===== src/rtl/spf_pkg.sv =====
// Shared types and constants of the smallest-prime-factor sieve and factorizer.
`timescale 1ns / 1ps

package spf_pkg;

	// Field widths of the input and result items.
	localparam int ValueW   = 16;
	localparam int ExpW     = 5;
	localparam int StatusW  = 2;
	localparam int EntryW   = 16;
	localparam int DataW    = 24;

	// Values above 65535 never reach the table, so storage stops there.
	localparam int MaxTable     = 65536;
	localparam int TableSizeDef = 65536;

	// Result status codes.
	typedef enum logic [StatusW-1:0] {
		ST_FACTOR  = 2'd0,
		ST_ONE     = 2'd1,
		ST_INVALID = 2'd2,
		ST_BUILT   = 2'd3
	} status_t;

	// Commands from the controller to the datapath.
	typedef struct packed {
		logic    load_x;
		logic    init_start;
		logic    init_wr;
		logic    i_start;
		logic    i_next;
		logic    rd_i;
		logic    j_start;
		logic    j_next;
		logic    rd_j;
		logic    wr_j;
		logic    rd_x;
		logic    take_p;
		logic    clr_e;
		logic    div_start;
		logic    out_load;
		logic    out_last;
		status_t out_status;
	} spf_cmd_t;

	// Status from the datapath back to the controller.
	typedef struct packed {
		logic mode;
		logic in_zero;
		logic in_one;
		logic in_big;
		logic init_last;
		logic sq_end;
		logic rd_eq_i;
		logic j_end;
		logic rd_eq_j;
		logic rd_eq_p;
		logic e_zero;
		logic div_done;
		logic x_one;
		logic out_free;
	} spf_sts_t;

endpackage


===== src/rtl/spf_ctrl.sv =====
// Controller state machine for the table build and the factoring walk.
`timescale 1ns / 1ps

module spf_ctrl import spf_pkg::*; (
	input  logic     clk,
	input  logic     arst_n,
	input  logic     s_tvalid,
	output logic     s_tready,
	input  spf_sts_t sts,
	output spf_cmd_t cmd
);

	typedef enum logic [11:0] {
		S_IDLE   = 12'b0000_0000_0001,
		S_ONE    = 12'b0000_0000_0010,
		B_INIT   = 12'b0000_0000_0100,
		B_NEXT_I = 12'b0000_0000_1000,
		B_CHK_I  = 12'b0000_0001_0000,
		B_RD_J   = 12'b0000_0010_0000,
		B_CHK_J  = 12'b0000_0100_0000,
		F_RD     = 12'b0000_1000_0000,
		F_WAIT   = 12'b0001_0000_0000,
		F_EMIT   = 12'b0010_0000_0000,
		F_DIV    = 12'b0100_0000_0000,
		F_CHK    = 12'b1000_0000_0000
	} state_t;

	state_t  state_q;
	state_t  state_d;
	status_t res_st_q;
	status_t res_st_d;
	logic    built_q;
	logic    built_d;

	// Next state and command decode.
	always_comb begin
		cmd      = '0;
		state_d  = state_q;
		res_st_d = res_st_q;
		built_d  = built_q;
		s_tready = (state_q == S_IDLE);
		unique case (state_q)
			S_IDLE: begin
				if (s_tvalid) begin
					if (!sts.mode) begin
						cmd.init_start = 1'b1;
						state_d        = B_INIT;
					end else if (!built_q || sts.in_zero || sts.in_big) begin
						res_st_d = ST_INVALID;
						state_d  = S_ONE;
					end else if (sts.in_one) begin
						res_st_d = ST_ONE;
						state_d  = S_ONE;
					end else begin
						cmd.load_x = 1'b1;
						state_d    = F_RD;
					end
				end
			end
			B_INIT: begin
				cmd.init_wr = 1'b1;
				if (sts.init_last) begin
					cmd.i_start = 1'b1;
					state_d     = B_NEXT_I;
				end
			end
			B_NEXT_I: begin
				if (sts.sq_end) begin
					built_d  = 1'b1;
					res_st_d = ST_BUILT;
					state_d  = S_ONE;
				end else begin
					cmd.rd_i = 1'b1;
					state_d  = B_CHK_I;
				end
			end
			B_CHK_I: begin
				if (sts.rd_eq_i) begin
					cmd.j_start = 1'b1;
					state_d     = B_RD_J;
				end else begin
					cmd.i_next = 1'b1;
					state_d    = B_NEXT_I;
				end
			end
			B_RD_J: begin
				if (sts.j_end) begin
					cmd.i_next = 1'b1;
					state_d    = B_NEXT_I;
				end else begin
					cmd.rd_j = 1'b1;
					state_d  = B_CHK_J;
				end
			end
			B_CHK_J: begin
				cmd.wr_j   = sts.rd_eq_j;
				cmd.j_next = 1'b1;
				state_d    = B_RD_J;
			end
			F_RD: begin
				cmd.rd_x = 1'b1;
				state_d  = F_WAIT;
			end
			F_WAIT: begin
				if (!sts.e_zero && !sts.rd_eq_p) begin
					state_d = F_EMIT;
				end else begin
					cmd.take_p    = 1'b1;
					cmd.div_start = 1'b1;
					state_d       = F_DIV;
				end
			end
			F_EMIT: begin
				if (sts.out_free) begin
					cmd.out_load   = 1'b1;
					cmd.out_status = ST_FACTOR;
					cmd.take_p     = 1'b1;
					cmd.clr_e      = 1'b1;
					cmd.div_start  = 1'b1;
					state_d        = F_DIV;
				end
			end
			F_DIV: begin
				if (sts.div_done) begin
					state_d = F_CHK;
				end
			end
			F_CHK: begin
				if (!sts.x_one) begin
					state_d = F_RD;
				end else if (sts.out_free) begin
					cmd.out_load   = 1'b1;
					cmd.out_last   = 1'b1;
					cmd.out_status = ST_FACTOR;
					state_d        = S_IDLE;
				end
			end
			S_ONE: begin
				if (sts.out_free) begin
					cmd.out_load   = 1'b1;
					cmd.out_last   = 1'b1;
					cmd.out_status = res_st_q;
					state_d        = S_IDLE;
				end
			end
			default: begin
				state_d = S_IDLE;
			end
		endcase
	end

	// State registers.
	always_ff @(posedge clk or negedge arst_n) begin
		if (!arst_n) begin
			state_q  <= S_IDLE;
			res_st_q <= ST_FACTOR;
			built_q  <= 1'b0;
		end else begin
			state_q  <= state_d;
			res_st_q <= res_st_d;
			built_q  <= built_d;
		end
	end

endmodule


===== config.mk =====
export PLATFORM = sky130hd
export DESIGN_NAME = spf_ctrl
export DESIGN_NICKNAME = d
export VERILOG_FILES = /design/src/rtl/spf_pkg.sv /design/src/rtl/spf_ctrl.sv
export SDC_FILE = /design/constraint.sdc
export NUM_CORES = 1
export LEC_CHECK = 0
export ABC_CLOCK_PERIOD_IN_PS = 7700
export CAP_MARGIN = 30
export CORE_MARGIN = 1.5
export CORE_UTILIZATION = 50
export CTS_CLUSTER_DIAMETER = 100
export DETAILED_ROUTE_END_ITERATION = 6
export DONT_BUFFER_PORTS = 1
export PLACE_DENSITY = 0.76
export SYNTH_ARGS = -nofsm -noshare
export SYNTH_HDL_FRONTEND = slang
export SYNTH_SLANG_ARGS = --single-unit

===== constraint.sdc =====
create_clock -name clk -period 7.7 [get_ports clk]
set_input_delay 2.31 -clock clk [delete_from_list [all_inputs] [get_ports clk]]
set_output_delay 2.31 -clock clk [all_outputs]
set_load 0.005 [all_outputs]

==> impl_metrics.ini, run 1 <==
[cells_and_area]
n_antenna_cell = 0
area_growth_pct = 0.106
drive_gt1_share_pct = 11.7
final_common_cell = nor2_1
num-nets-final = 155
final_area_um2 = 1190
final_cell_mix = nor2_1 (20), dfrtp_1 (14), nor3_1 (11)

[setup_path]
crit_fanout = 3
arrival_ps = 3130
rrSetupSlack_ps = 5510
cp.required_ps = 5390
cp_num_buf_inv = 0
r2r_start = state_q[2]
cp_slowest_cell = or3b_2
path_cells = or3b_2, nor2_1, nand3_1, nor2_1
crit_path_start_kind = input port
crit_family = simple AND/OR/NAND/NOR gates
crit_type = in -> out
slowest_delay_ps = 480
end_kind = output port
ff2ff_path_depth = 5
timing.rr.end = state_q[0]
crit_top_cell = nor2_1

[detailed_routing]
viasPerCell = 6.42
vias = 1059
drt_pass1_iterations = 4
drt_iter0_drc = 41
ant_nets = 0
wirelength_mm = 2.52
routedWlPerCell_um = 15.3
drc = 0

[sta]
slew_headroom_pct = 55.7
fin_skew_ps = 5.91
setup_tns_ps = 0
rsz0062_at_grt = no
fin_ws_ps = 2260
final_max_slew_viol_count = 0
final-hold-violation-count = 0
period_needed_ps = 5440
finalSetupViolCount = 0
finalCritPeriodShare_pct = 70.7
tightest_slew_ps = 658
fmax_ghz = 0.184

[floorplan]
dieHeight_um = 51.7
die_w_um = 51.7
num_rows = 17
start_util_pct = 53.1
pin_count = 36
die_area_um2 = 2670
core_um2 = 2230

[power_and_ir_drop]
ir_worst_vdd_v = 0.000181
powerDensity_nw_per_um2 = 256
fin_total_pwr_mw = 0.304
power.leakage_nw = 0.508

[grt]
antenna_found_initial = 0
grt_pass1_vias = 935
grt_use_total_pct = 20.3
grt_max_degree = 16
grt_pass1_wl_mm = 4.05
grt_overflow = 0

[hold_path]
whs_path_depth = 1
hold_start = built_q
hold_end = built_q
hold_path_class = reg -> reg

[logic_synthesis]
yosys.area.top_type = dfrtp_1
synth-edff-count = 0
yosys-top-cells-area = dfrtp_1 (30%), nor2_1 (6.3%), nor3_1 (4.6%)
synth_seq_cells = 15
ys.flop_type = dfrtp_1
yosysSeqAreaShare_pct = 31.8
postSynthAreaPerCell_um2 = 8.17
yosys.area.top_type_share_pct = 29.6
synth_fp_nets = 162
async_flop_share_pct = 100
synth_warnings = 0
syn-instance-count = 145
ys_types = 43
syn_area_um2 = 1180

[clock_tree]
clockRootBuffer = clkbuf_4
cts.sinks = 15
post_cts_buffers = 0
cts.path.max_buffers = 2
cts_buffers = 3
cts_tree = yes
htreeDepth = 1
postCtsResizedCells = 0
cts_hold_buf = 0
clk_pin_slew_worst_paths_ps = 100
worstSkewPairLatency_ps = 300

[placed_design]
dpl-instance-area_um2 = 1160
post-place-ws_ps = 2260
dp_hpwl_mm = 1.92
portBuffers = 0
gp_congestion = 0.876

[job]
maxCapViolCount = 0

[status]
outcome = completed
## layout make-up
type / count / area (um^2)
Sequential cell: 15 / 377
Fill cell: 208 / 1050
Multi-Input combinational cell: 114 / 729
Tap cell: 28 / 35.0
Clock buffer: 3 / 22.5
Clock inverter: 1 / 7.51
Inverter: 4 / 15.0
## stage by stage
step | instances | util (%) | hold WS, ps
global placement | 161 | 51.8 | 454
floorplan | 145 | - | 434
detailed placement | 161 | 51.8 | 464
finish | 165 | 53.1 | 487
global route | 165 | 53.1 | 509
CTS | 165 | 53.1 | 488
## cell families (layout without fill, tap and decap cells)
family          Yosys count  after routing  synth area share, %
simple gates             84             84                 43.9
flops                    15             15                 31.8
compound gates           27             27                 15.4
buf+inv                  16              8                 6.65
xor+xnor                  3              3                 2.22
## cell usage after synthesis, types with 2 or more instances
library cell and n:
or4_4 2, and3b_1 2, clkbuf_1 4, nor3b_1 5
o21bai_1 2, nand2_1 9, a2bb2oi_1 3, a21o_1 2
nor3_1 11, nor4b_1 2, nor4bb_1 2, nor2_1 20
clkbuf_2 2, buf_2 4, a21oi_1 7, o21ai_0 7
nor2b_1 4, and2_1 4, and3_1 3, dfrtp_1 14
nand3_1 5, xor2_1 3, inv_1 4, nor4_1 4
or4b_2 2
## sequential cells by signal, summed over array words and instances (netlist names)
name and cells:
built_q 1, res_st_q 2, state_q 12
## routing by layer
metal / part of all wire [%] / vias up / wire [um] / global-route usage [%]
met5: 0 / - / 0 / 0
met4: 1.5 / 0 / 39 / 7.89
met3: 6.4 / 6 / 162 / 6.61
met2: 48 / 37 / 1210 / 31.6
met1: 44 / 503 / 1110 / 25.9
li1: - / 513 / - / -
## worst max path at each step
stage | start | to | slack, ps | depth (start not counted)
final | sts[12] | cmd[17] | 2260 | 4
after global routing | sts[12] | cmd[17] | 2220 | 4
after CTS | sts[12] | cmd[17] | 2260 | 4
after detailed placement | sts[12] | cmd[17] | 2260 | 4
after global placement | sts[12] | cmd[17] | 2270 | 4
after floorplan | sts[12] | cmd[17] | 2300 | 4
## where the power goes
| group | leakage, nW | internal (mW) | total, mW | switching, mW |
|---|---|---|---|---|
| combinational | 0.299 | 0.0618 | 0.132 | 0.0703 |
| sequential | 0.196 | 0.0968 | 0.123 | 0.0260 |
| clock | 0.0139 | 0.0198 | 0.0489 | 0.0290 |
Note: power is estimated with default switching activity, not from simulation.
==> run 2, diff against run 1 <==
- ABC_AREA: unset -> 1
- ABC_CLOCK_PERIOD_IN_PS: 7700 -> 4400
- PLACE_DENSITY: 0.76 -> 0.79
- clock period: 7.7 -> 4.4 ns (I/O delays scaled with it)
==> impl_metrics.ini, run 2 <==
[clock_tree]
cts_buffers = 3
postCtsResizedCells = 0
clockRootBuffer = clkbuf_4
worstSkewPairLatency_ps = 290
cts.path.max_buffers = 2
htreeDepth = 1
cts_hold_buf = 0
post_cts_buffers = 0
cts.sinks = 15
clk_pin_slew_worst_paths_ps = 100
cts_tree = yes

[detailed_routing]
wirelength_mm = 2.67
viasPerCell = 5.30
drc = 0
vias = 1098
drt_pass1_iterations = 4
drt_iter0_drc = 17
routedWlPerCell_um = 12.9
ant_nets = 0

[logic_synthesis]
yosys.area.top_type = dfrtp_1
synth_fp_nets = 193
yosysSeqAreaShare_pct = 30.9
synth-simple-area-share_pct = 49.9
synth_xor_area_share_pct = 0
synthAdderAreaFrac_pct = 0
synthMuxAreaShare_pct = 0
synth_common_cells = nand2_1 (33), inv_1 (29), nor2_1 (21), dfrtp_1 (14), nor2_2 (10)
yosys.area.top_type_share_pct = 28.8
syn-instance-count = 176
yosys-top-cells-area = dfrtp_1 (29%), nand2_1 (10%), inv_1 (8.9%)
yosysMostFrequentCell = nand2_1
synth_seq_cells = 15
ys.flop_type = dfrtp_1
synth_warnings = 0
postSynthAreaPerCell_um2 = 6.92
synth_top_family_by_area = simple AND/OR/NAND/NOR gates
async_flop_share_pct = 100
synth-compound-area-share_pct = 8.12
ys_types = 26
syn_area_um2 = 1220
synth-edff-count = 0

[setup_path]
crit_type = in -> out
cp_slowest_cell = nor3_1
rrSetupSlack_ps = 2840
crit_path_start_kind = input port
slowest_delay_ps = 220
crit_fanout = 3
cp.required_ps = 3080
end_kind = output port
arrival_ps = 1960
timing.rr.end = state_q[1]
path_cells = nor2_1, nand2_1, nor2_1, nand2_1, nor3_1
ff2ff_path_depth = 9
r2r_start = state_q[0]

[floorplan]
dieHeight_um = 52.3
die_w_um = 52.3
pin_count = 36
start_util_pct = 54.0
die_area_um2 = 2740
num_rows = 17
core_um2 = 2250

[placed_design]
dpl-instance-area_um2 = 1240
portBuffers = 0
gp_congestion = 0.867
dp_hpwl_mm = 2.23

[cells_and_area]
fill_cells = 211
drive_gt1_share_pct = 24.0
final_common_cell = nand2_1
num-nets-final = 197
largest_reg_flops = 12
reg.largest.list = state_q x12, res_st_q x2, built_q x1
top_register = state_q
final_area_um2 = 1270
n_antenna_cell = 0
final_cell_mix = nand2_1 (33), inv_1 (29), nor2_1 (21)
area_growth_pct = 4.52

[job]
maxCapViolCount = 0

[grt]
grt_use_total_pct = 21.9
grt_pass1_wl_mm = 4.35
grt_max_degree = 16
grt_pass1_vias = 1028
grt_overflow = 0
antenna_found_initial = 0

[power_and_ir_drop]
fin_total_pwr_mw = 0.640
power.leakage_nw = 0.655
powerDensity_nw_per_um2 = 503
ir_worst_vdd_v = 0.000311

[hold_path]
hold_start = built_q
hold_path_class = reg -> reg
whs_path_depth = 2
hold_end = built_q

[sta]
rsz0062_at_grt = no
finalSetupViolCount = 0
slew_headroom_pct = 73.9
period_needed_ps = 3280
fmax_ghz = 0.305
tightest_slew_ps = 388
final_max_slew_viol_count = 0
final-hold-violation-count = 0
finalCritPeriodShare_pct = 74.5
setup_tns_ps = 0
fin_skew_ps = 3.05

[status]
outcome = completed
run 2: cell count changes after synthesis, moves of 4 or more:
cell      previous run  this run
nand2_2              0         8
o21ai_1              0         4
nand2_1              9        33
clkbuf_1             4         0
nor2_4               0         5
nor3b_1              5         0
and2_1               4         0
inv_1                4        29
a21oi_1              7         2
buf_2                4         0
nor2b_1              4         0
nor2_2               0        10
nand2_4              0         5
run 2: critical path: cells and delay by family:
kind             cells  cell delay, ps
AND/OR/NAND/NOR      5             640
run 2: per-layer routing:
metal  vias up  global-route usage, %  wire, um
li1        560                      -         -
met1       496                   26.9      1160
met2        36                   37.7      1330
met3         6                   4.29       136
met4         0                   7.69        32
met5         -                      0         0
run 2: cell families (layout without fill, tap and decap cells):
| family | Yosys count | after routing |
|---|---|---|
| simple gates | 109 | 109 |
| flops | 15 | 15 |
| buf+inv | 34 | 37 |
| compound gates | 18 | 18 |
run 2: layout make-up:
cell class,count,area (um^2),area share (%)
clock buffer,3,22.5,1.77
clock inverter,1,5.00,0.393
inverter,33,126,9.93
multi-input combinational,127,707,55.6
sequential,15,377,29.6
tap,28,35.0,2.75
run 2: worst max path at each step:
stage,startpoint,endpoint,slack (ps),depth (start not counted)
2_1_floorplan,sts[4],cmd[6],1110,4
3_3_place_gp,sts[12],cmd[17],1140,5
3_5_place_dp,sts[12],cmd[17],1130,5
4_1_cts,sts[12],cmd[17],1130,5
5_1_grt,sts[12],cmd[17],1060,5
6_report,sts[12],cmd[17],1120,5
run 2: through the flow:
| stage | hold slack, ps | cells | setup WS (ps) | utilization (%) |
|---|---|---|---|---|
| 5_1_grt | 480 | 207 | 1060 | 56.4 |
| 2_1_floorplan | 423 | 176 | 1110 | - |
| 3_3_place_gp | 441 | 203 | 1140 | 55.2 |
| 3_5_place_dp | 446 | 203 | 1130 | 55.2 |
| 6_report | 468 | 207 | 1120 | 56.4 |
| 4_1_cts | 467 | 207 | 1130 | 56.4 |
run 2: where the power goes:
part           internal, mW  switching [mW]
combinational         0.127           0.244
clock                0.0338          0.0485
sequential            0.165          0.0216
total                 0.326           0.314
==> run 3, diff against run 2 <==
- ABC_AREA: 1 -> 0
- ABC_CLOCK_PERIOD_IN_PS: 4400 -> 2700
- clock period: 4.4 -> 2.7 ns (I/O delays scaled with it)
==> impl_metrics.ini, run 3 (same netlist as run 1, synthesis figures left out) <==
[status]
outcome = finished, violations left
violations = negative setup slack

[clock_tree]
htreeDepth = 1
cts_buffers = 3
worstSkewPairLatency_ps = 290
clockRootBuffer = clkbuf_4
cts.path.max_buffers = 2
cts_tree = yes
clk_pin_slew_worst_paths_ps = 100
cts.sinks = 15

[cells_and_area]
drive_gt1_share_pct = 30.8
final_common_cell = buf_4
n_antenna_cell = 0
final_area_um2 = 1440
largest_reg_flops = 12
final_cell_mix = buf_4 (20), nor2_1 (18), dfrtp_1 (14)
utilization_pct = 64.5
top_register = state_q
reg.largest.list = state_q x12, res_st_q x2, built_q x1
area_growth_pct = 21.6
fin_cells = 187
num-nets-final = 177

[power_and_ir_drop]
combPwrFrac_pct = 58.8
power.leakage_nw = 0.651
ir_worst_vdd_v = 0.000512
p_sw_mw = 0.423
p_int_mw = 0.635
clock_power_share_pct = 12.4
switching_share_pct = 40.0
p_seq_share_pct = 28.8
powerDensity_nw_per_um2 = 734
fin_total_pwr_mw = 1.06

[setup_path]
crit_start = state_q[10]
end_kind = output port
crit_path_end = cmd[14]
rrSetupSlack_ps = 640
crit_path_start_kind = register
arrival_ps = 2080
ff2ff_path_depth = 6
timing.rr.end = state_q[0]
cp.required_ps = 1890
r2r_start = state_q[10]
crit_type = reg -> out
crit_fanout = 2

[floorplan]
core_um2 = 2230
pin_count = 36
die_w_um = 51.7
num_rows = 17
dieHeight_um = 51.7
die_area_um2 = 2670
start_util_pct = 53.1

[placed_design]
dpl-instance-area_um2 = 1300
post-place-ws_ps = 107
gp_congestion = 0.891
dp.cells = 180
portBuffers = 0
dp_hpwl_mm = 2.38

[sta]
fin_ws_ps = -188
finalSetupViolCount = 2
final-hold-violation-count = 0
fin_skew_ps = 9.04
period_needed_ps = 2890
final_max_slew_viol_count = 0
finalCritPeriodShare_pct = 107
rsz0062_at_grt = yes
fmax_ghz = 0.346
tightest_slew_ps = 494
slew_headroom_pct = 67.1

[detailed_routing]
viasPerCell = 6.59
vias = 1233
ant_nets = 0
drc = 0
drt_pass1_iterations = 5
drt_iter0_drc = 42
wirelength_mm = 3.27
routedWlPerCell_um = 17.5

[grt]
busiest_layer = met2
grt_max_degree = 16
grtUsageMet3_pct = 4.89
grt_pass1_wl_mm = 4.97
grt_overflow = 0
grt_use_total_pct = 25.1
antenna_found_initial = 0
grt_use_met2_pct = 41.7
use_met1_pct = 32.3
grt_pass1_vias = 1098

[hold_path]
hold_path_class = in -> async

[job]
maxCapViolCount = 0
run 3: routing by layer:
| layer | wire (um) | vias to the layer above | part of all wire, % |
|---|---|---|---|
| met5 | 0 | - | 0 |
| met1 | 1310 | 595 | 40 |
| met4 | 52 | 0 | 1.6 |
| met2 | 1610 | 77 | 49 |
| met3 | 298 | 9 | 9.1 |
| li1 | - | 552 | - |
run 3: per-stage QoR:
step	hold slack [ps]	TNS, ps
global placement	447	0
floorplan	434	-3.99
CTS	201	-312
global route	188	-624
finish	200	-360
detailed placement	456	0
run 3: power groups by stage:
stage | Sequential, mW | Combinational [mW] | Clock (mW)
6_report | 0.304 | 0.622 | 0.131
5_1_grt | 0.308 | 0.665 | 0.141
4_1_cts | 0.302 | 0.587 | 0.131
3_5_place_dp | 0.305 | 0.525 | 0
3_3_place_gp | 0.303 | 0.504 | 0
2_1_floorplan | 0.296 | 0.370 | 0
run 3: repair_timing:
item	in CTS	in global routing
setup endpoints to repair	8	8
pin swaps	4	3
buffers inserted	2	1
gates resized for setup	11	7
hold endpoints to repair	0	0
hold buffers	0	0
run 3: worst min-delay path by stage:
stage / from / endpoint / slack (ps) / cells past startpoint
4_1_cts: arst_n / state_q[11] / 200 / 0
3_3_place_gp: built_q / built_q / 450 / 1
2_1_floorplan: built_q / built_q / 430 / 1
6_report: arst_n / state_q[11] / 200 / 0
5_1_grt: arst_n / state_q[11] / 190 / 0
3_5_place_dp: built_q / built_q / 460 / 1
run 3: critical path, cell delays in order, from the launching register on:
cell and delay (ps):
dfrtp_1 390, or4_4 540, or3_4 430, nor4b_4 250
and2_4 180
run 3: cell type report:
class | count | area [um^2]
Sequential cell | 15 | 377
Clock buffer | 3 | 22.5
Clock inverter | 1 | 5.00
Tap cell | 28 | 35.0
Multi-Input combinational cell | 114 | 815
Fill cell | 191 | 792
Timing Repair Buffer | 22 | 173
Inverter | 4 | 15.0
